==> config.mk <==
export PLATFORM = sky130hd
export DESIGN_NAME = http_body_chunked_decoder_unit_flat
export DESIGN_NICKNAME = d
export VERILOG_FILES = /design/src/hdl/hbcd_pkg.sv /design/src/hdl/hbcd_in_if.sv /design/src/hdl/hbcd_out_if.sv /design/src/hdl/hbcd_core.sv /design/src/hdl/hbcd_outbuf.sv /design/src/hdl/http_body_chunked_decoder_unit.sv /design/src/flat_wrapper.sv
export VERILOG_INCLUDE_DIRS = /design/src /design/src/hdl
export SDC_FILE = /design/constraint.sdc
export NUM_CORES = 1
export LEC_CHECK = 0
export BUFFER_PORTS_ARGS = -buffer_cell sky130_fd_sc_hd__buf_2
export CORE_MARGIN = 10
export CORE_UTILIZATION = 60
export CTS_CLUSTER_SIZE = 14
export DETAILED_ROUTE_END_ITERATION = 16
export MAX_ROUTING_LAYER = met4
export PLACE_DENSITY = 0.79
export SYNTH_ARGS = -nofsm -noshare
export SYNTH_HDL_FRONTEND = slang
export SYNTH_SLANG_ARGS = --single-unit
==> constraint.sdc <==
create_clock -name clk -period 13.35 [get_ports clk]
set_input_delay 1.335 -clock clk [delete_from_list [all_inputs] [get_ports clk]]
set_output_delay 1.335 -clock clk [all_outputs]
set_load 0.01 [all_outputs]
==> src/hdl/http_body_chunked_decoder_unit_defines.svh <==
// Assertion macros shared by the decoder RTL.
`ifndef HTTP_BODY_CHUNKED_DECODER_UNIT_DEFINES_SVH
`define HTTP_BODY_CHUNKED_DECODER_UNIT_DEFINES_SVH

`ifndef SYNTH

`define HBCD_ASSERT(name, clk, rstn, prop, msg) \
	name: assert property (@(posedge clk) disable iff (!rstn) (prop)) else $error(msg);

`define HBCD_ASSERT_NOW(name, clk, rstn, ante, cons, msg) \
	name: assert property (@(posedge clk) disable iff (!rstn) (ante) |-> (cons)) else $error(msg);

`define HBCD_ASSERT_NEXT(name, clk, rstn, ante, cons, msg) \
	name: assert property (@(posedge clk) disable iff (!rstn) (ante) |=> (cons)) else $error(msg);

`else

`define HBCD_ASSERT(name, clk, rstn, prop, msg)

`define HBCD_ASSERT_NOW(name, clk, rstn, ante, cons, msg)

`define HBCD_ASSERT_NEXT(name, clk, rstn, ante, cons, msg)

`endif

`endif

==> src/hdl/hbcd_pkg.sv <==
package hbcd_pkg;

	localparam int CL_BITS = 32;

	localparam logic [1:0] MODE_NONE   = 2'd0;
	localparam logic [1:0] MODE_LENGTH = 2'd1;
	localparam logic [1:0] MODE_CHUNK  = 2'd2;
	localparam logic [1:0] MODE_STREAM = 2'd3;

	localparam logic [1:0] ERR_NONE  = 2'd0;
	localparam logic [1:0] ERR_LINE  = 2'd1;
	localparam logic [1:0] ERR_OVF   = 2'd2;
	localparam logic [1:0] ERR_EARLY = 2'd3;

	localparam logic [0:0] CFG_BODY_MODE = 1'b0;
	localparam logic [0:0] CFG_BODY_LEN  = 1'b1;

	localparam logic [7:0] CH_CR = 8'h0D;
	localparam logic [7:0] CH_LF = 8'h0A;

	localparam logic [1:0] SKIP_COUNT = 2'd2;

	typedef struct packed {
		logic [1:0]         body_mode;
		logic [CL_BITS-1:0] body_len;
	} cfg_t;

	typedef struct packed {
		logic [7:0] payload_byte;
		logic       payload_valid;
		logic       chunk_last;
		logic       body_done;
		logic [1:0] error_code;
	} res_t;

	typedef struct packed {
		logic       ok;
		logic [3:0] val;
	} hex_t;

	function automatic hex_t hex_decode(input logic [7:0] c);
		hex_t h;
		h.ok  = 1'b1;
		h.val = 4'd0;
		if (c inside {[8'h30:8'h39]}) begin
			h.val = 4'(c - 8'h30);
		end else if (c inside {[8'h61:8'h66]}) begin
			h.val = 4'(c - 8'h57);
		end else if (c inside {[8'h41:8'h46]}) begin
			h.val = 4'(c - 8'h37);
		end else begin
			h.ok = 1'b0;
		end
		return h;
	endfunction

endpackage

==> src/hdl/hbcd_in_if.sv <==
interface hbcd_in_if;
	logic       valid;
	logic       ready;
	logic [7:0] data_byte;
	logic       stream_end;

	modport source(output valid, output data_byte, output stream_end, input ready);
	modport sink(input valid, input data_byte, input stream_end, output ready);
endinterface

==> src/hdl/hbcd_out_if.sv <==
interface hbcd_out_if;
	logic       valid;
	logic       ready;
	logic [7:0] payload_byte;
	logic       payload_valid;
	logic       chunk_last;
	logic       body_done;
	logic [1:0] error_code;

	modport source(output valid, output payload_byte, output payload_valid,
		output chunk_last, output body_done, output error_code, input ready);
	modport sink(input valid, input payload_byte, input payload_valid,
		input chunk_last, input body_done, input error_code, output ready);
endinterface

==> src/hdl/hbcd_core.sv <==
`include "http_body_chunked_decoder_unit_defines.svh"

module hbcd_core #(
	parameter int SIZE_BITS = 32
) (
	input  logic          clk,
	input  logic          arst_n,
	input  hbcd_pkg::cfg_t cfg,
	input  logic          accept,
	input  logic [7:0]    data_byte,
	input  logic          stream_end,
	output hbcd_pkg::res_t res
);
	import hbcd_pkg::*;

	typedef enum logic [3:0] {
		PH_LINE = 4'b0001,
		PH_CR   = 4'b0010,
		PH_DATA = 4'b0100,
		PH_SKIP = 4'b1000
	} phase_t;

	phase_t               phase_q, phase_n;
	logic [SIZE_BITS-1:0] accum_q, accum_n;
	logic                 digits_q, digits_n;
	logic [SIZE_BITS-1:0] left_q, left_n;
	logic [1:0]           skip_q, skip_n;
	logic                 done_q, done_n;
	logic [1:0]           err_q, err_n;

	logic [SIZE_BITS-1:0] cl_sat;
	logic [SIZE_BITS-1:0] len_left;
	logic                 active;
	hex_t                 hex;

	generate
		if (SIZE_BITS >= CL_BITS) begin : g_cl_wide
			assign cl_sat = SIZE_BITS'(cfg.body_len);
		end else begin : g_cl_sat
			assign cl_sat = (|cfg.body_len[CL_BITS-1:SIZE_BITS]) ? '1 :
				cfg.body_len[SIZE_BITS-1:0];
		end
	endgenerate

	assign active   = (err_q == ERR_NONE) && !done_q;
	assign hex      = hex_decode(data_byte);
	assign len_left = (phase_q != PH_DATA) ? cl_sat : left_q;

	always_comb begin
		phase_n  = phase_q;
		accum_n  = accum_q;
		digits_n = digits_q;
		left_n   = left_q;
		skip_n   = skip_q;
		done_n   = done_q;
		err_n    = err_q;
		res      = '0;
		if (active) begin
			if (cfg.body_mode == MODE_NONE) begin
				done_n = 1'b1;
			end else if (stream_end) begin
				if (cfg.body_mode == MODE_STREAM) begin
					done_n = 1'b1;
				end else begin
					err_n = ERR_EARLY;
				end
			end else if (cfg.body_mode == MODE_LENGTH) begin
				phase_n = PH_DATA;
				left_n  = len_left;
				if (len_left == '0) begin
					done_n = 1'b1;
				end else begin
					res.payload_byte  = data_byte;
					res.payload_valid = 1'b1;
					left_n            = len_left - SIZE_BITS'(1);
					if (len_left == SIZE_BITS'(1)) begin
						done_n = 1'b1;
					end
				end
			end else if (cfg.body_mode == MODE_STREAM) begin
				res.payload_byte  = data_byte;
				res.payload_valid = 1'b1;
			end else begin
				case (phase_q)
					PH_CR: begin
						if (data_byte != CH_LF || !digits_q) begin
							err_n = ERR_LINE;
						end else if (accum_q == '0) begin
							done_n = 1'b1;
						end else begin
							left_n  = accum_q;
							phase_n = PH_DATA;
						end
						accum_n  = '0;
						digits_n = 1'b0;
					end
					PH_DATA: begin
						res.payload_byte  = data_byte;
						res.payload_valid = 1'b1;
						if (left_q[SIZE_BITS-1:1] == '0) begin
							left_n         = '0;
							res.chunk_last = 1'b1;
							phase_n        = PH_SKIP;
							skip_n         = SKIP_COUNT;
						end else begin
							left_n = left_q - SIZE_BITS'(1);
						end
					end
					PH_SKIP: begin
						if (skip_q[1] == 1'b0) begin
							skip_n  = 2'd0;
							phase_n = PH_LINE;
						end else begin
							skip_n = skip_q - 2'd1;
						end
					end
					default: begin
						phase_n = PH_LINE;
						if (data_byte == CH_CR) begin
							phase_n = PH_CR;
						end else if (!hex.ok) begin
							err_n = ERR_LINE;
						end else if (|accum_q[SIZE_BITS-1:SIZE_BITS-4]) begin
							err_n = ERR_OVF;
						end else begin
							accum_n  = {accum_q[SIZE_BITS-5:0], hex.val};
							digits_n = 1'b1;
						end
					end
				endcase
			end
		end
		res.error_code = err_n;
		res.body_done  = (err_n == ERR_NONE) && done_n;
	end

	always_ff @(posedge clk or negedge arst_n) begin
		if (!arst_n) begin
			phase_q  <= PH_LINE;
			accum_q  <= '0;
			digits_q <= 1'b0;
			left_q   <= '0;
			skip_q   <= 2'd0;
			done_q   <= 1'b0;
			err_q    <= ERR_NONE;
		end else if (accept) begin
			phase_q  <= phase_n;
			accum_q  <= accum_n;
			digits_q <= digits_n;
			left_q   <= left_n;
			skip_q   <= skip_n;
			done_q   <= done_n;
			err_q    <= err_n;
		end
	end

	`HBCD_ASSERT_NEXT(a_err_sticky, clk, arst_n, err_q != ERR_NONE, $stable(err_q), "error code changed after being set")
	`HBCD_ASSERT_NEXT(a_done_sticky, clk, arst_n, done_q, done_q, "body done flag cleared")
	`HBCD_ASSERT_NOW(a_last_valid, clk, arst_n, res.chunk_last, res.payload_valid, "chunk end without payload")
	`HBCD_ASSERT_NOW(a_pay_active, clk, arst_n, res.payload_valid, active, "payload after done or error")

endmodule

==> src/hdl/hbcd_outbuf.sv <==
`include "http_body_chunked_decoder_unit_defines.svh"

module hbcd_outbuf (
	input  logic            clk,
	input  logic            arst_n,
	input  logic            push,
	input  hbcd_pkg::res_t  push_data,
	output logic            space,
	hbcd_out_if.source      out_ch
);
	import hbcd_pkg::*;

	res_t       mem_q [2];
	logic [1:0] count_q;
	logic       wr_q;
	logic       rd_q;
	logic       pop;
	res_t       head;

	assign space = (count_q != 2'd2);
	assign pop   = out_ch.valid && out_ch.ready;
	assign head  = mem_q[rd_q];

	assign out_ch.valid         = (count_q != 2'd0);
	assign out_ch.payload_byte  = head.payload_byte;
	assign out_ch.payload_valid = head.payload_valid;
	assign out_ch.chunk_last    = head.chunk_last;
	assign out_ch.body_done     = head.body_done;
	assign out_ch.error_code    = head.error_code;

	always_ff @(posedge clk) begin
		if (push) begin
			mem_q[wr_q] <= push_data;
		end
	end

	always_ff @(posedge clk or negedge arst_n) begin
		if (!arst_n) begin
			count_q <= 2'd0;
			wr_q    <= 1'b0;
			rd_q    <= 1'b0;
		end else begin
			if (push) begin
				wr_q <= ~wr_q;
			end
			if (pop) begin
				rd_q <= ~rd_q;
			end
			if (push && !pop) begin
				count_q <= count_q + 2'd1;
			end else if (pop && !push) begin
				count_q <= count_q - 2'd1;
			end
		end
	end

	`HBCD_ASSERT(a_count_range, clk, arst_n, count_q != 2'd3, "buffer count out of range")
	`HBCD_ASSERT_NOW(a_ptr_even, clk, arst_n, count_q == 2'd0 || count_q == 2'd2, rd_q == wr_q, "pointers disagree with count")
	`HBCD_ASSERT_NOW(a_ptr_odd, clk, arst_n, count_q == 2'd1, rd_q != wr_q, "pointers disagree with single entry")

endmodule

==> src/hdl/http_body_chunked_decoder_unit.sv <==
// Channel  Role    Payload
// in_ch    sink    data_byte[7:0], stream_end
// out_ch   source  payload_byte[7:0], payload_valid, chunk_last, body_done, error_code[1:0]
//
// One result per input byte, one byte per cycle sustained while the output buffer has space.
// Framing state updates in the cycle of the transfer; the result is registered into the output buffer.
// Results sit in a two-entry output buffer; in_ch.ready drops only when both entries are full.
// arst_n clears framing state, flags, config registers and the buffer; no clearing pass.
module http_body_chunked_decoder_unit #(
	parameter int SIZE_BITS = 32
) (
	input  logic        clk,
	input  logic        arst_n,
	input  logic        cfg_we,
	input  logic [0:0]  cfg_index,
	input  logic [31:0] cfg_wdata,
	hbcd_in_if.sink     in_ch,
	hbcd_out_if.source  out_ch
);
	import hbcd_pkg::*;

	cfg_t cfg_q;
	logic accept;
	logic space;
	res_t res;

	always_ff @(posedge clk or negedge arst_n) begin
		if (!arst_n) begin
			cfg_q <= '0;
		end else if (cfg_we) begin
			case (cfg_index)
				CFG_BODY_MODE: cfg_q.body_mode <= cfg_wdata[1:0];
				CFG_BODY_LEN:  cfg_q.body_len <= cfg_wdata[CL_BITS-1:0];
				default: ;
			endcase
		end
	end

	assign in_ch.ready = space;
	assign accept      = in_ch.valid && space;

	hbcd_core #(
		.SIZE_BITS(SIZE_BITS)
	) u_core (
		.clk        (clk),
		.arst_n     (arst_n),
		.cfg        (cfg_q),
		.accept     (accept),
		.data_byte  (in_ch.data_byte),
		.stream_end (in_ch.stream_end),
		.res        (res)
	);

	hbcd_outbuf u_outbuf (
		.clk       (clk),
		.arst_n    (arst_n),
		.push      (accept),
		.push_data (res),
		.space     (space),
		.out_ch    (out_ch)
	);

endmodule
==> src/flat_wrapper.sv <==
// flat-port wrapper written by rule: the top's interface ports become plain ports
module http_body_chunked_decoder_unit_flat import hbcd_pkg::*;
#(
	parameter int SIZE_BITS = 32
)
  (clk, arst_n, cfg_we, cfg_index, cfg_wdata, in_ch_valid, in_ch_data_byte, in_ch_stream_end, in_ch_ready, out_ch_valid, out_ch_payload_byte, out_ch_payload_valid, out_ch_chunk_last, out_ch_body_done, out_ch_error_code, out_ch_ready);
  hbcd_in_if in_ch_i ();
  hbcd_out_if out_ch_i ();
  input  logic clk;
  input  logic arst_n;
  input  logic cfg_we;
  input  logic [0:0] cfg_index;
  input  logic [31:0] cfg_wdata;
  input wire logic [$bits(in_ch_i.valid)-1:0] in_ch_valid;
  input wire logic [$bits(in_ch_i.data_byte)-1:0] in_ch_data_byte;
  input wire logic [$bits(in_ch_i.stream_end)-1:0] in_ch_stream_end;
  output wire logic [$bits(in_ch_i.ready)-1:0] in_ch_ready;
  output wire logic [$bits(out_ch_i.valid)-1:0] out_ch_valid;
  output wire logic [$bits(out_ch_i.payload_byte)-1:0] out_ch_payload_byte;
  output wire logic [$bits(out_ch_i.payload_valid)-1:0] out_ch_payload_valid;
  output wire logic [$bits(out_ch_i.chunk_last)-1:0] out_ch_chunk_last;
  output wire logic [$bits(out_ch_i.body_done)-1:0] out_ch_body_done;
  output wire logic [$bits(out_ch_i.error_code)-1:0] out_ch_error_code;
  input wire logic [$bits(out_ch_i.ready)-1:0] out_ch_ready;
  assign in_ch_i.valid = in_ch_valid;
  assign in_ch_i.data_byte = in_ch_data_byte;
  assign in_ch_i.stream_end = in_ch_stream_end;
  assign in_ch_ready = in_ch_i.ready;
  assign out_ch_valid = out_ch_i.valid;
  assign out_ch_payload_byte = out_ch_i.payload_byte;
  assign out_ch_payload_valid = out_ch_i.payload_valid;
  assign out_ch_chunk_last = out_ch_i.chunk_last;
  assign out_ch_body_done = out_ch_i.body_done;
  assign out_ch_error_code = out_ch_i.error_code;
  assign out_ch_i.ready = out_ch_ready;
  http_body_chunked_decoder_unit #(.SIZE_BITS(SIZE_BITS)) u_core (.clk(clk), .arst_n(arst_n), .cfg_we(cfg_we), .cfg_index(cfg_index), .cfg_wdata(cfg_wdata), .in_ch(in_ch_i), .out_ch(out_ch_i));
endmodule
==> metrics, run 1 <==
Hold EP=u_core.u_core.digits_q$_DFFE_PN0P_; CTS clock-pin slew for the worst setup and hold paths=0.06 ns; worst slew pin tran=1.056 ns; HPWL after DPL=16.13 mm; floorplan row count=43; postcts setup bufs=0; Slew Limit Fails=0; largest net degree at the start of global routing=75; per-cell routed wire length=20.76 um; Async SR Flop Fraction=81.16%; synthesis-stage register bit count=138; CTS Sinks=138; clock skew=0.006479 ns; Finished Cell Area=9388 um^2; Detailed Route WL=23.67 mm; grt ovf=0; min cycle time layout=4.037 ns; pre-CTS setup slack=9.239 ns; CTS tree=done; setup slack, reg-to-reg=9.31 ns; cell count after synthesis=916; TritonRoute pass-1 iters=8; Clock Path Buffers=2; Hold Crit Class=flop to flop; final hold viol count=0; MaxCap Viol Count=0; syn nets=971; post-route ant nets=0; vias=7,538; All-Layer GR Usage=24.69%; synthesis warning total=0; layout cell share with drive strength beyond 1=17.81%; area delta synth->final=11.77%; Startpoint Class=flop; WP data arrival=4.35 ns; number of global-route vias before repair=7,149; clock share of power=29.2%; Hold Crit Depth=2; Setup Viol. Count Final=0; IO Port Bufs=61; Post-DP Area=8823 um^2; # hold bufs at CTS=0; first-pass GRT wire length=38.20 mm; Seq/Total Area, Yosys=42.68%; WP data required=13.67 ns; Switching Fraction=37.55%; Post-synth EDFFs=26; diode count=0; CTS root buffer=clkbuf_16; Max VDD drop=126.5 uV; DRT iter0 DRCs=971; Starting Density=60.98%; Comb pwr share=32.1%; register share of total power=38.7%; R2R depth=8; synthesized area=8399 um^2; H-Tree Depth=4; Die Area=19,130 um^2; post-synthesis cell type count=71; Worst slew margin=29.28%; worst hold start=u_core.u_core.digits_q$_DFFE_PN0P_; fin crit share=30.24%; Final Worst Setup Slack=9.313 ns; static leakage=3.865 nW; routed vias/inst=6.612; Worst setup EP type=flop; multi-input logic area=4597 um^2; status=finished clean; Storage cell area=3585 um^2; main area contributors after synthesis=dfrtp_1 33%, edfxtp_1 9.3%, mux2_2 6.8%, nand2_1 5.4%, o21ai_0 4.2%; Synth Flop Type=dfrtp_1; Worst R2R End=u_core.u_core.left_q[31]$_DFFE_PN0P_; layout net count=1,002; RSZ-0062 raised after global routing=no; placer congestion estimate=1.033; Core ar.=13,770 um^2; top-area cell type share of the netlist area=33.07%; Net Sw Power=0.0005881 W; post_cts resized=0; Die Ht=138.3 um; I/O pin total=62; crit path kind=flop to flop; fillers=1,093; critical path fanouts, max=58; antenna violations before repair=0; syn_area_per_cell=9.170 um^2; Fin Setup TNS=0 ns; hold slack=0.4902 ns; Skew-Pair Late Insertion Delay=0.43 ns; Reg2Reg Launch Point=u_core.u_core.phase_q[3]$_DFFE_PN0P_; PwrDens=166.8 nW/um^2; CTS buffer count=17; DRC errors left=0; total power draw=0.001566 W; Die Span X=138.3 um; highest clock rate=247.7 MHz; Internal=0.0009780 W; top cell type by total area after synthesis=dfrtp_1
critical path, cell delays in order (launching register included):
cell      delay, ns
dfrtp_1        0.47
or4b_2         0.95
buf_4          0.45
and4b_1        0.36
o211a_2        0.38
a211oi_4       0.54
a21boi_2       0.26
xnor2_1        0.11
a221o_1        0.34
registers in the layout (all words and copies together) (netlist names):
signal / flops
u_core.cfg_q: 34
u_core.u_core.accum_q: 32
u_core.u_core.digits_q: 1
u_core.u_core.done_q: 1
u_core.u_core.err_q: 2
u_core.u_core.left_q: 32
u_core.u_core.phase_q: 4
u_core.u_core.skip_q: 2
u_core.u_outbuf.count_q: 2
u_core.u_outbuf.mem_q: 26
u_core.u_outbuf.rd_q: 1
u_core.u_outbuf.wr_q: 1
logic make-up (layout without fill, tap and decap cells):
logic type	count (synthesis)	in the layout	share of synthesized area, %
xor+xnor	45	45	4.692
buf+inv	68	112	3.083
simple gates	365	365	21.60
mux	75	75	9.698
fa+ha+maj	8	8	1.192
flops	138	138	42.68
compound gates	217	217	17.06
final cells by class:
| type | instances | share of cell area [%] |
|---|---|---|
| Multi-Input combinational cell | 710 | 48.97 |
| Sequential cell | 138 | 38.18 |
| Clock buffer | 20 | 4.651 |
| Timing Repair Buffer | 71 | 4.078 |
| Tap cell | 180 | 2.399 |
| Clock inverter | 12 | 1.359 |
| Inverter | 9 | 0.3599 |
per-stage QoR:
step           util, %  std cells
5_1_grt          68.16       1140
4_1_cts          68.16       1140
6_report         68.16       1140
3_5_place_dp     64.06       1108
2_1_floorplan        -        916
3_3_place_gp     64.06       1108
power by group through the flow:
stage | logic [W] | registers, W | clock network [W]
3_3_place_gp | 0.000479 | 0.000605 | 0
4_1_cts | 0.000495 | 0.000604 | 0.000459
3_5_place_dp | 0.000490 | 0.000610 | 0
6_report | 0.000502 | 0.000607 | 0.000457
5_1_grt | 0.000547 | 0.000618 | 0.000477
2_1_floorplan | 0.000388 | 0.000558 | 0
cell usage after synthesis (6+ instances only):
cell type    n
a21oi_1     41
nand3_1     19
o31ai_1      8
and2_1      10
nand2b_1     7
clkbuf_1    44
o41ai_1      7
a22oi_1     18
o221ai_1     7
nor3_1      50
xnor2_1     21
ha_1         8
or3_1       14
or4_1        7
mux2i_1     24
o211ai_1     8
nand2_1    120
dfrtp_1    111
nand4_1      6
inv_1        9
nor2_1      65
nor4_1      32
edfxtp_1    26
buf_1       12
xor2_1      24
mux2_2      51
o21ai_0     70
worst max-delay path by stage:
| stage | from | to | slack (ns) | cells past startpoint |
|---|---|---|---|---|
| floorplan | u_core.u_core.phase_q[0]$_DFFE_PN1P_ | u_core.u_core.left_q[15]$_DFFE_PN0P_ | 9.16 | 15 |
| global placement | in_ch_data_byte[6] | u_core.u_core.left_q[15]$_DFFE_PN0P_ | 9.27 | 9 |
| detailed placement | in_ch_data_byte[6] | u_core.u_core.left_q[15]$_DFFE_PN0P_ | 9.24 | 9 |
| CTS | u_core.u_core.phase_q[3]$_DFFE_PN0P_ | u_core.u_outbuf.mem_q[1][12]$_DFFE_PP_ | 9.40 | 7 |
| global route | u_core.u_core.phase_q[3]$_DFFE_PN0P_ | u_core.u_outbuf.mem_q[1][12]$_DFFE_PP_ | 9.18 | 7 |
| finish | u_core.u_core.phase_q[3]$_DFFE_PN0P_ | u_core.u_core.left_q[31]$_DFFE_PN0P_ | 9.31 | 8 |
layer usage:
metal	track usage [%]	share of wire, %	up-vias
met5	-	0	-
li1	-	-	3453
met3	6.404	8.6	76
met2	37.75	47	416
met4	9.212	3.2	0
met1	30.93	41	3593
layout by cell type, fill, tap and decap left out, types with 5 or more instances in the layout:
cell       synthesis  routed
nand2_1          120     120
dfrtp_1          111     111
o21ai_0           70      70
nor2_1            65      65
buf_2              2      60
mux2_2            51      51
nor3_1            50      49
a21oi_1           41      41
nor4_1            32      32
edfxtp_1          26      26
mux2i_1           24      24
xor2_1            24      24
xnor2_1           21      21
nand3_1           19      19
a22oi_1           18      18
clkbuf_16          0      17
or3_1             14      14
buf_4              0      11
and2_1            10      10
inv_1              9       9
o211ai_1           8       8
ha_1               8       8
or4_1              7       7
nand2b_1           7       7
o41ai_1            7       7
o221ai_1           7       7
or4b_2             5       6
nand4_1            6       6
o31ai_1            8       6
a211oi_1           5       5
a31oi_1            5       5
and3_1             5       5
a21o_1             5       5
Power figures use the tool's default switching activity.
==> inputs of run 2 (changes only) <==
--- a/config.mk
+++ b/config.mk
@@ -8,11 +8,11 @@
 export LEC_CHECK = 0
 export BUFFER_PORTS_ARGS = -buffer_cell sky130_fd_sc_hd__buf_2
 export CORE_MARGIN = 10
-export CORE_UTILIZATION = 60
+export CORE_UTILIZATION = 55
 export CTS_CLUSTER_SIZE = 14
 export DETAILED_ROUTE_END_ITERATION = 16
 export MAX_ROUTING_LAYER = met4
-export PLACE_DENSITY = 0.79
+export PLACE_DENSITY = 0.77
 export SYNTH_ARGS = -nofsm -noshare
 export SYNTH_HDL_FRONTEND = slang
 export SYNTH_SLANG_ARGS = --single-unit
==> constraint.sdc (replaced) <==
create_clock -name clk -period 3.65 [get_ports clk]
set_input_delay 0.365 -clock clk [delete_from_list [all_inputs] [get_ports clk]]
set_output_delay 0.365 -clock clk [all_outputs]
set_load 0.01 [all_outputs]
==> metrics, run 2 (synthesis gave the netlist of run 1 again) <==
status=finished clean (unchanged); slowest CP cell=or4b_4 (was or4b_2); fin crit share=89.88% (was 30.24%); Detailed Route WL=23.60 mm (was 23.67 mm); biggest regs=u_core.cfg_q: 34 flops, u_core.u_core.accum_q: 32 flops, u_core.u_core.left_q: 32 flops (unchanged); Clock Path Buffers=2 (unchanged); Die Area=20,610 um^2 (was 19,130 um^2); layout cell share with drive strength beyond 1=20.35% (was 17.81%); number of global-route vias before repair=7,345 (was 7,149); diode count=0 (unchanged); Die Ht=143.6 um (was 138.3 um); Startpoint Class=flop (unchanged); largest net degree at the start of global routing=60 (was 75); R2R depth=11 (was 8); critical path fanouts, max=8 (was 58); clock share of power=29.2% (about the same); crit-path max cell delay=0.57 ns (was 0.95 ns); clock skew=0.009805 ns (was 0.006479 ns); area delta synth->final=14.78% (was 11.77%); post-route ant nets=0 (unchanged); Slew Limit Fails=0 (unchanged); WP data arrival=3.56 ns (was 4.35 ns); TritonRoute pass-1 iters=6 (was 8); CTS buffer count=17 (unchanged); fillers=1,255 (was 1,093); RSZ-0062 raised after global routing=no (unchanged); layout net count=1,025 (was 1,002); Final Worst Setup Slack=0.3693 ns (was 9.313 ns); Core ar.=15,090 um^2 (was 13,770 um^2); Setup Viol. Count Final=0 (unchanged); CTS clock-pin slew for the worst setup and hold paths=0.07 ns (was 0.06 ns); worst slew pin tran=1.095 ns (was 1.056 ns); floorplan row count=45 (was 43); Largest register FFs=34 (unchanged); CTS Sinks=138 (unchanged); most frequent cells in the layout=120 x nand2_1, 111 x dfrtp_1, 70 x o21ai_0, 65 x nor2_1, 60 x buf_2 (unchanged); register share of total power=37.8% (was 38.7%); Net Sw Power=0.002219 W (was 0.0005881 W); CTS tree=done (unchanged); PwrDens=605.1 nW/um^2 (was 166.8 nW/um^2); CTS root buffer=clkbuf_16 (unchanged); highest clock rate=304.8 MHz (was 247.7 MHz); WP data required=3.93 ns (was 13.67 ns); static leakage=4.015 nW (was 3.865 nW); Critical Path Most Common Cell=nand3_1; Switching Fraction=38.04% (was 37.55%); Worst R2R End=u_core.u_core.left_q[26]$_DFFE_PN0P_ (was u_core.u_core.left_q[31]$_DFFE_PN0P_); Comb pwr share=33.0% (was 32.1%); DRT iter0 DRCs=923 (was 971); IO Port Bufs=61 (unchanged); Buf+Inv Stages, Crit Path=1 (unchanged); DRC errors left=0 (unchanged); All-Layer GR Usage=23.82% (was 24.69%); Skew-Pair Late Insertion Delay=0.44 ns (was 0.43 ns); vias=7,604 (was 7,538); # hold bufs at CTS=0 (unchanged); Largest Register=u_core.cfg_q (unchanged); Worst slew margin=26.74% (was 29.28%); Die Span X=143.6 um (was 138.3 um); per-cell routed wire length=20.15 um (was 20.76 um); Hold Crit Class=input pin to async pin (was flop to flop); placer congestion estimate=0.9804 (was 1.033); grt ovf=0 (unchanged); min cycle time layout=3.281 ns (was 4.037 ns); Top delay family on crit path=simple AND/OR/NAND/NOR gates (was compound AO/OA/AOI/OAI gates); crit path cell chain=or4b_4 > a21oi_1 > ha_2 > nor3b_1 > nand3_1 > a22oi_2 > buf_4 > nand3_1 > nor3_1 > xor2_1 > o221ai_1 (was or4b_2 > buf_4 > and4b_1 > o211a_2 > a211oi_4 > a21boi_2 > xnor2_1 > a221o_1); H-Tree Depth=4 (unchanged); HPWL after DPL=16.60 mm (was 16.13 mm); Fin Setup TNS=0 ns (unchanged); I/O pin total=62 (unchanged); MaxCap Viol Count=0 (unchanged); Starting Density=55.66% (was 60.98%); setup slack, reg-to-reg=0.37 ns (was 9.31 ns); routed vias/inst=6.494 (was 6.612); crit path kind=flop to flop (unchanged); Worst setup EP type=flop (unchanged); Reg2Reg Launch Point=u_core.u_core.phase_q[2]$_DFFE_PN0P_ (was u_core.u_core.phase_q[3]$_DFFE_PN0P_); commonest non-fill, non-tap cell in the layout=nand2_1 (unchanged); Internal=0.003614 W (was 0.0009780 W); first-pass GRT wire length=38.05 mm (was 38.20 mm); antenna violations before repair=0 (unchanged); Max VDD drop=346.5 uV (was 126.5 uV); pre-CTS setup slack=0.2142 ns (was 9.239 ns); final hold viol count=0 (unchanged)
[run 2: cell types whose count changed in the layout (fill, tap and decap cells not counted), moves of 2 or more]
cell | previous run | this run
clkinv_1 | 2 | 0
clkinv_4 | 4 | 2
inv_6 | 0 | 6
clkbuf_1 | 3 | 0
inv_8 | 0 | 3
buf_4 | 11 | 30
buf_12 | 0 | 4
[run 2: metrics by stage]
step / hold WS [ns] / instance area [um^2] / instances / util [%] / total power, W
6_report: 0.001504 / 9641 / 1171 / 63.89 / 0.005833
4_1_cts: 0.03306 / 9637 / 1171 / 63.86 / 0.005806
5_1_grt: 0.06627 / 9641 / 1171 / 63.89 / 0.006129
2_1_floorplan: 0.06941 / 8419 / 916 / - / 0.003470
3_3_place_gp: 0.4626 / 9057 / 1139 / 60.02 / 0.004054
3_5_place_dp: 0.4737 / 9057 / 1139 / 60.02 / 0.004093
[run 2: area by class of cell]
type                    count  area (um^2)  share of cell area (%)
flip-flops and latches    138         3585                   37.18
repair buffers             94        605.6                   6.282
inverters                   9        33.78                  0.3504
multi-input cells         710         4602                   47.74
clock inverters            15        153.9                   1.596
well taps                 188        235.2                   2.440
clock buffers              17        425.4                   4.413
[run 2: power groups by stage]
stage               sequential [W]  combinational (W)  clock [W]
floorplan                  0.00204            0.00143          0
global placement           0.00220            0.00185          0
detailed placement         0.00221            0.00188          0
CTS                        0.00219            0.00190    0.00172
global route               0.00224            0.00210    0.00179
finish                     0.00220            0.00193    0.00171
[run 2: how the worst max path moves through the flow]
stage                                               from                                    to  slack, ns  cells after the start
CTS                 u_core.u_core.phase_q[2]$_DFFE_PN0P_  u_core.u_core.left_q[26]$_DFFE_PN0P_       0.19                     11
detailed placement  u_core.u_core.phase_q[2]$_DFFE_PN0P_  u_core.u_core.left_q[15]$_DFFE_PN0P_       0.21                     11
finish              u_core.u_core.phase_q[2]$_DFFE_PN0P_  u_core.u_core.left_q[26]$_DFFE_PN0P_       0.37                     11
global placement    u_core.u_core.phase_q[2]$_DFFE_PN0P_  u_core.u_core.left_q[15]$_DFFE_PN0P_       0.29                     11
floorplan           u_core.u_core.phase_q[3]$_DFFE_PN0P_  u_core.u_core.left_q[15]$_DFFE_PN0P_      0.005                     14
global route        u_core.u_core.phase_q[2]$_DFFE_PN0P_  u_core.u_core.left_q[26]$_DFFE_PN0P_       0.11                     11
[run 2: repair_timing]
item                       CTS  global route
resized for setup            0             1
buffers inserted             0             0
setup endpoints to repair    0             7
[run 2: worst reg2reg max path, delay by kind of cell (launching register included)]
| kind | cells | cell delay, ns |
|---|---|---|
| xor+xnor | 1 | 0.21 |
| fa+ha+maj | 1 | 0.25 |
| compound gates | 3 | 0.61 |
| flops | 1 | 0.44 |
| buf+inv | 1 | 0.21 |
| simple gates | 5 | 1.40 |
[run 2: metal layers]
layer / global-route usage [%] / up-vias / wire, um
met5: - / - / 0
met4: 11.02 / 0 / 823
met3: 5.017 / 70 / 2094
met2: 36.43 / 424 / 10970
met1: 29.82 / 3598 / 9707
li1: - / 3512 / -
==> inputs of run 3 (changes only) <==
--- a/config.mk
+++ b/config.mk
@@ -12,7 +12,8 @@
 export CTS_CLUSTER_SIZE = 14
 export DETAILED_ROUTE_END_ITERATION = 16
 export MAX_ROUTING_LAYER = met4
-export PLACE_DENSITY = 0.77
+export PLACE_DENSITY = 0.82
 export SYNTH_ARGS = -nofsm -noshare
 export SYNTH_HDL_FRONTEND = slang
+export SYNTH_HIERARCHICAL = 1
 export SYNTH_SLANG_ARGS = --single-unit
==> metrics, run 3 <==
status=finished clean (unchanged); Core ar.=15,090 um^2 (unchanged); CTS clock-pin slew for the worst setup and hold paths=0.07 ns (about the same); IO Port Bufs=61 (unchanged); synthesized area=8431 um^2 (was 8399 um^2); Setup crit start=u_core/u_core/phase_q[3]$_DFFE_PN0P_ (was u_core.u_core.phase_q[2]$_DFFE_PN0P_); biggest regs=u_core/cfg_q: 34 flops, u_core/u_core/accum_q: 32 flops, u_core/u_core/left_q: 32 flops (was u_core.cfg_q: 34 flops, u_core.u_core.accum_q: 32 flops, u_core.u_core.left_q: 32 flops); Die Area=20,680 um^2 (was 20,610 um^2); layout cell share with drive strength beyond 1=19.75% (was 20.35%); mux contribution to synthesized area=11.06% (was 9.698%); Setup Viol. Count Final=0 (unchanged); vias=7,615 (was 7,604); DRC errors left=0 (unchanged); routed vias/inst=6.565 (was 6.494); number of global-route vias before repair=7,218 (was 7,345); Seq/Total Area, Yosys=42.52% (was 42.68%); main combinational cell family by area after synthesis=simple AND/OR/NAND/NOR gates (unchanged); Simple-Gate Fraction of Synth Area=21.59% (was 21.60%); RSZ-0062 raised after global routing=no (unchanged); Reg2Reg Launch Point=u_core/u_core/phase_q[3]$_DFFE_PN0P_ (was u_core.u_core.phase_q[2]$_DFFE_PN0P_); synthesis warning total=6 (was 0); HPWL after DPL=17.24 mm (was 16.60 mm); fin crit share=93.09% (was 89.88%); Starting Density=55.87% (was 55.66%); crit path kind=flop to flop (unchanged); CTS root buffer=clkbuf_16 (unchanged); Detailed Route WL=24.84 mm (was 23.60 mm); worst hold start=cfg_wdata[28]; Max VDD drop=445.1 uV (was 346.5 uV); most frequent cells in the layout=118 x nand2_1, 111 x dfrtp_1, 71 x o21ai_0, 60 x buf_2, 57 x nor3_1 (was 120 x nand2_1, 111 x dfrtp_1, 70 x o21ai_0, 65 x nor2_1, 60 x buf_2); Synth Flop Type=dfrtp_1 (unchanged); MaxCap Viol Count=0 (unchanged); synthesis-stage register bit count=138 (unchanged); Largest register FFs=34 (unchanged); commonest non-fill, non-tap cell in the layout=nand2_1 (unchanged); R2R depth=8 (was 11); Largest Register=u_core/cfg_q (was u_core.cfg_q); first-pass GRT wire length=39.16 mm (was 38.05 mm); Post-synth EDFFs=26 (unchanged); floorplan row count=45 (unchanged); Slew Limit Fails=0 (unchanged); post-synthesis cell type count=70 (was 71); Worst slew margin=26.13% (was 26.74%); CTS Sinks=138 (unchanged); clock skew=0.008800 ns (was 0.009805 ns); critical path fanouts, max=13 (was 8); I/O pin total=62 (unchanged); Fin Setup TNS=0 ns (unchanged); placer congestion estimate=1.023 (was 0.9804); syn_area_per_cell=9.264 um^2 (was 9.170 um^2); Worst setup EP type=flop (unchanged); WP data arrival=3.60 ns (was 3.56 ns); All-Layer GR Usage=25.05% (was 23.82%); DRT iter0 DRCs=994 (was 923); Synth Area in XOR/XNOR=3.948% (was 4.692%); H-Tree Depth=4 (unchanged); # hold bufs at CTS=1 (was 0); CTS buffer count=17 (unchanged); worst slew pin tran=1.106 ns (was 1.095 ns); PwrDens=646.2 nW/um^2 (was 605.1 nW/um^2); area delta synth->final=13.71% (was 14.78%); Clock Path Buffers=2 (unchanged); multi-input logic area=4537 um^2 (was 4602 um^2); cell count after synthesis=910 (was 916); clock share of power=27.7% (was 29.2%); syn nets=965 (was 971); highest clock rate=294.3 MHz (was 304.8 MHz); Storage cell area=3585 um^2 (unchanged); layout net count=1,014 (was 1,025); WP data required=3.85 ns (was 3.93 ns); grt ovf=0 (unchanged); top-area cell type share of the netlist area=32.95% (was 33.07%); post-route insts no fill=1,160 (was 1,171); Die Span X=143.8 um (was 143.6 um); Async SR Flop Fraction=81.16% (unchanged); final hold viol count=0 (unchanged); TritonRoute pass-1 iters=6 (unchanged); Switching Fraction=38.72% (was 38.04%); Comb pwr share=32.5% (was 33.0%); per-cell routed wire length=21.41 um (was 20.15 um); synth cell count leaders=118 x nand2_1, 111 x dfrtp_1, 71 x o21ai_0 (was 120 x nand2_1, 111 x dfrtp_1, 70 x o21ai_0); register share of total power=39.8% (was 37.8%); fillers=1,260 (was 1,255); CTS tree=done (unchanged); Hold Crit Depth=2; Hold Crit Class=input pin to flop (was input pin to async pin); top cell type by total area after synthesis=dfrtp_1 (unchanged); Die Ht=143.8 um (was 143.6 um); min cycle time layout=3.398 ns (was 3.281 ns); most instantiated library cell after synthesis=nand2_1 (unchanged); largest net degree at the start of global routing=64 (was 60); diode count=0 (unchanged); main area contributors after synthesis=dfrtp_1 33%, edfxtp_1 9.3%, mux2_4 5.5%, nand2_1 5.3%, o21ai_0 4.2% (was dfrtp_1 33%, edfxtp_1 9.3%, mux2_2 6.8%, nand2_1 5.4%, o21ai_0 4.2%); Internal=0.003796 W (was 0.003614 W); antenna violations before repair=0 (unchanged); Skew-Pair Late Insertion Delay=0.45 ns (was 0.44 ns); # placed instances=1,127 (was 1,139); Startpoint Class=flop (unchanged); Post-Synth Adder-Cell Area=1.187% (was 1.192%); post_cts resized=0 (unchanged); postcts setup bufs=0 (unchanged); Net Sw Power=0.002399 W (was 0.002219 W); static leakage=3.972 nW (was 4.015 nW); post-route ant nets=0 (unchanged); Synth Area in Compound Gates=15.82% (was 17.06%)
[run 3: cell types whose count changed after synthesis, moves of 6 or more]
cell,previous run,this run
buf_1,12,4
nor3_1,50,57
mux2_4,0,31
a21oi_1,41,33
mux2_2,51,19
clkbuf_1,44,53
a22oi_1,18,12
nor2_1,65,55
[run 3: cell families (layout without fill, tap and decap cells)]
family                     Yosys count  after routing
adders and majority gates            8              8
and+or+nand+nor                    365            365
DFF                                138            138
AOI/OAI and AO/OA                  208            208
buffers and inverters               78            140
xor gates and xnor gates            38             38
muxes                               75             75
[run 3: final timing paths]
check / endpoint / slack, ns
min in group asynchronous: u_core/u_core/left_q[23]$_DFFE_PN0P_ / 0.51
setup / recovery: u_core/u_outbuf/mem_q[0][5]$_DFFE_PP_ / 0.25
hold reg to reg: u_core/u_outbuf/wr_q$_DFFE_PN0P_ / 0.49
max in group asynchronous: u_core/u_core/phase_q[0]$_DFFE_PN1P_ / 2.34
setup reg to reg: u_core/u_outbuf/mem_q[0][5]$_DFFE_PP_ / 0.25
hold / removal: u_core/cfg_q[28]$_DFFE_PN0P_ / 0.12
[run 3: through the flow]
step                power [W]  worst slack [ns]  hold WS [ns]  util (%)  area, um^2
floorplan            0.003777           0.06307       0.06941         -        8433
global placement     0.004385            0.4126        0.4516     59.61        8995
detailed placement   0.004422            0.3104        0.4505     59.61        8995
CTS                  0.006154            0.3011        0.1212     63.53        9587
global route         0.006513            0.1397        0.1404     63.53        9587
finish               0.006195            0.2523        0.1245     63.53        9587
[run 3: per-layer routing]
metal  track usage [%]  up-vias  share of wire (%)
met3             5.512       97                9.4
li1                  -     3465                  -
met2             37.23      462                 45
met4             13.70        0                4.6
met5                 -        -                  0
met1             31.29     3591                 41
[run 3: critical path, stage by stage, from the launching register on]
cell and delay [ns]:
dfrtp_1 0.45, or4b_4 0.70, a21oi_1 0.29, ha_1 0.30
nand3_1 0.16, or4_1 0.56, o21ai_1 0.20, a21oi_1 0.23
and2_1 0.25
[run 3: layout make-up]
class / instances / share of cell area [%]
Multi-Input combinational cell: 694 / 47.32
Tap cell: 188 / 2.454
Timing Repair Buffer: 94 / 6.212
Inverter: 14 / 0.5482
Clock inverter: 15 / 1.631
Clock buffer: 17 / 4.437
Sequential cell: 138 / 37.39
[run 3: power by group through the flow]
stage               Clock [W]  Sequential (W)  Combinational [W]
detailed placement          0         0.00246            0.00196
CTS                   0.00173         0.00244            0.00198
floorplan                   0         0.00222            0.00156
global placement            0         0.00246            0.00193
global route          0.00180         0.00252            0.00220
finish                0.00172         0.00246            0.00201
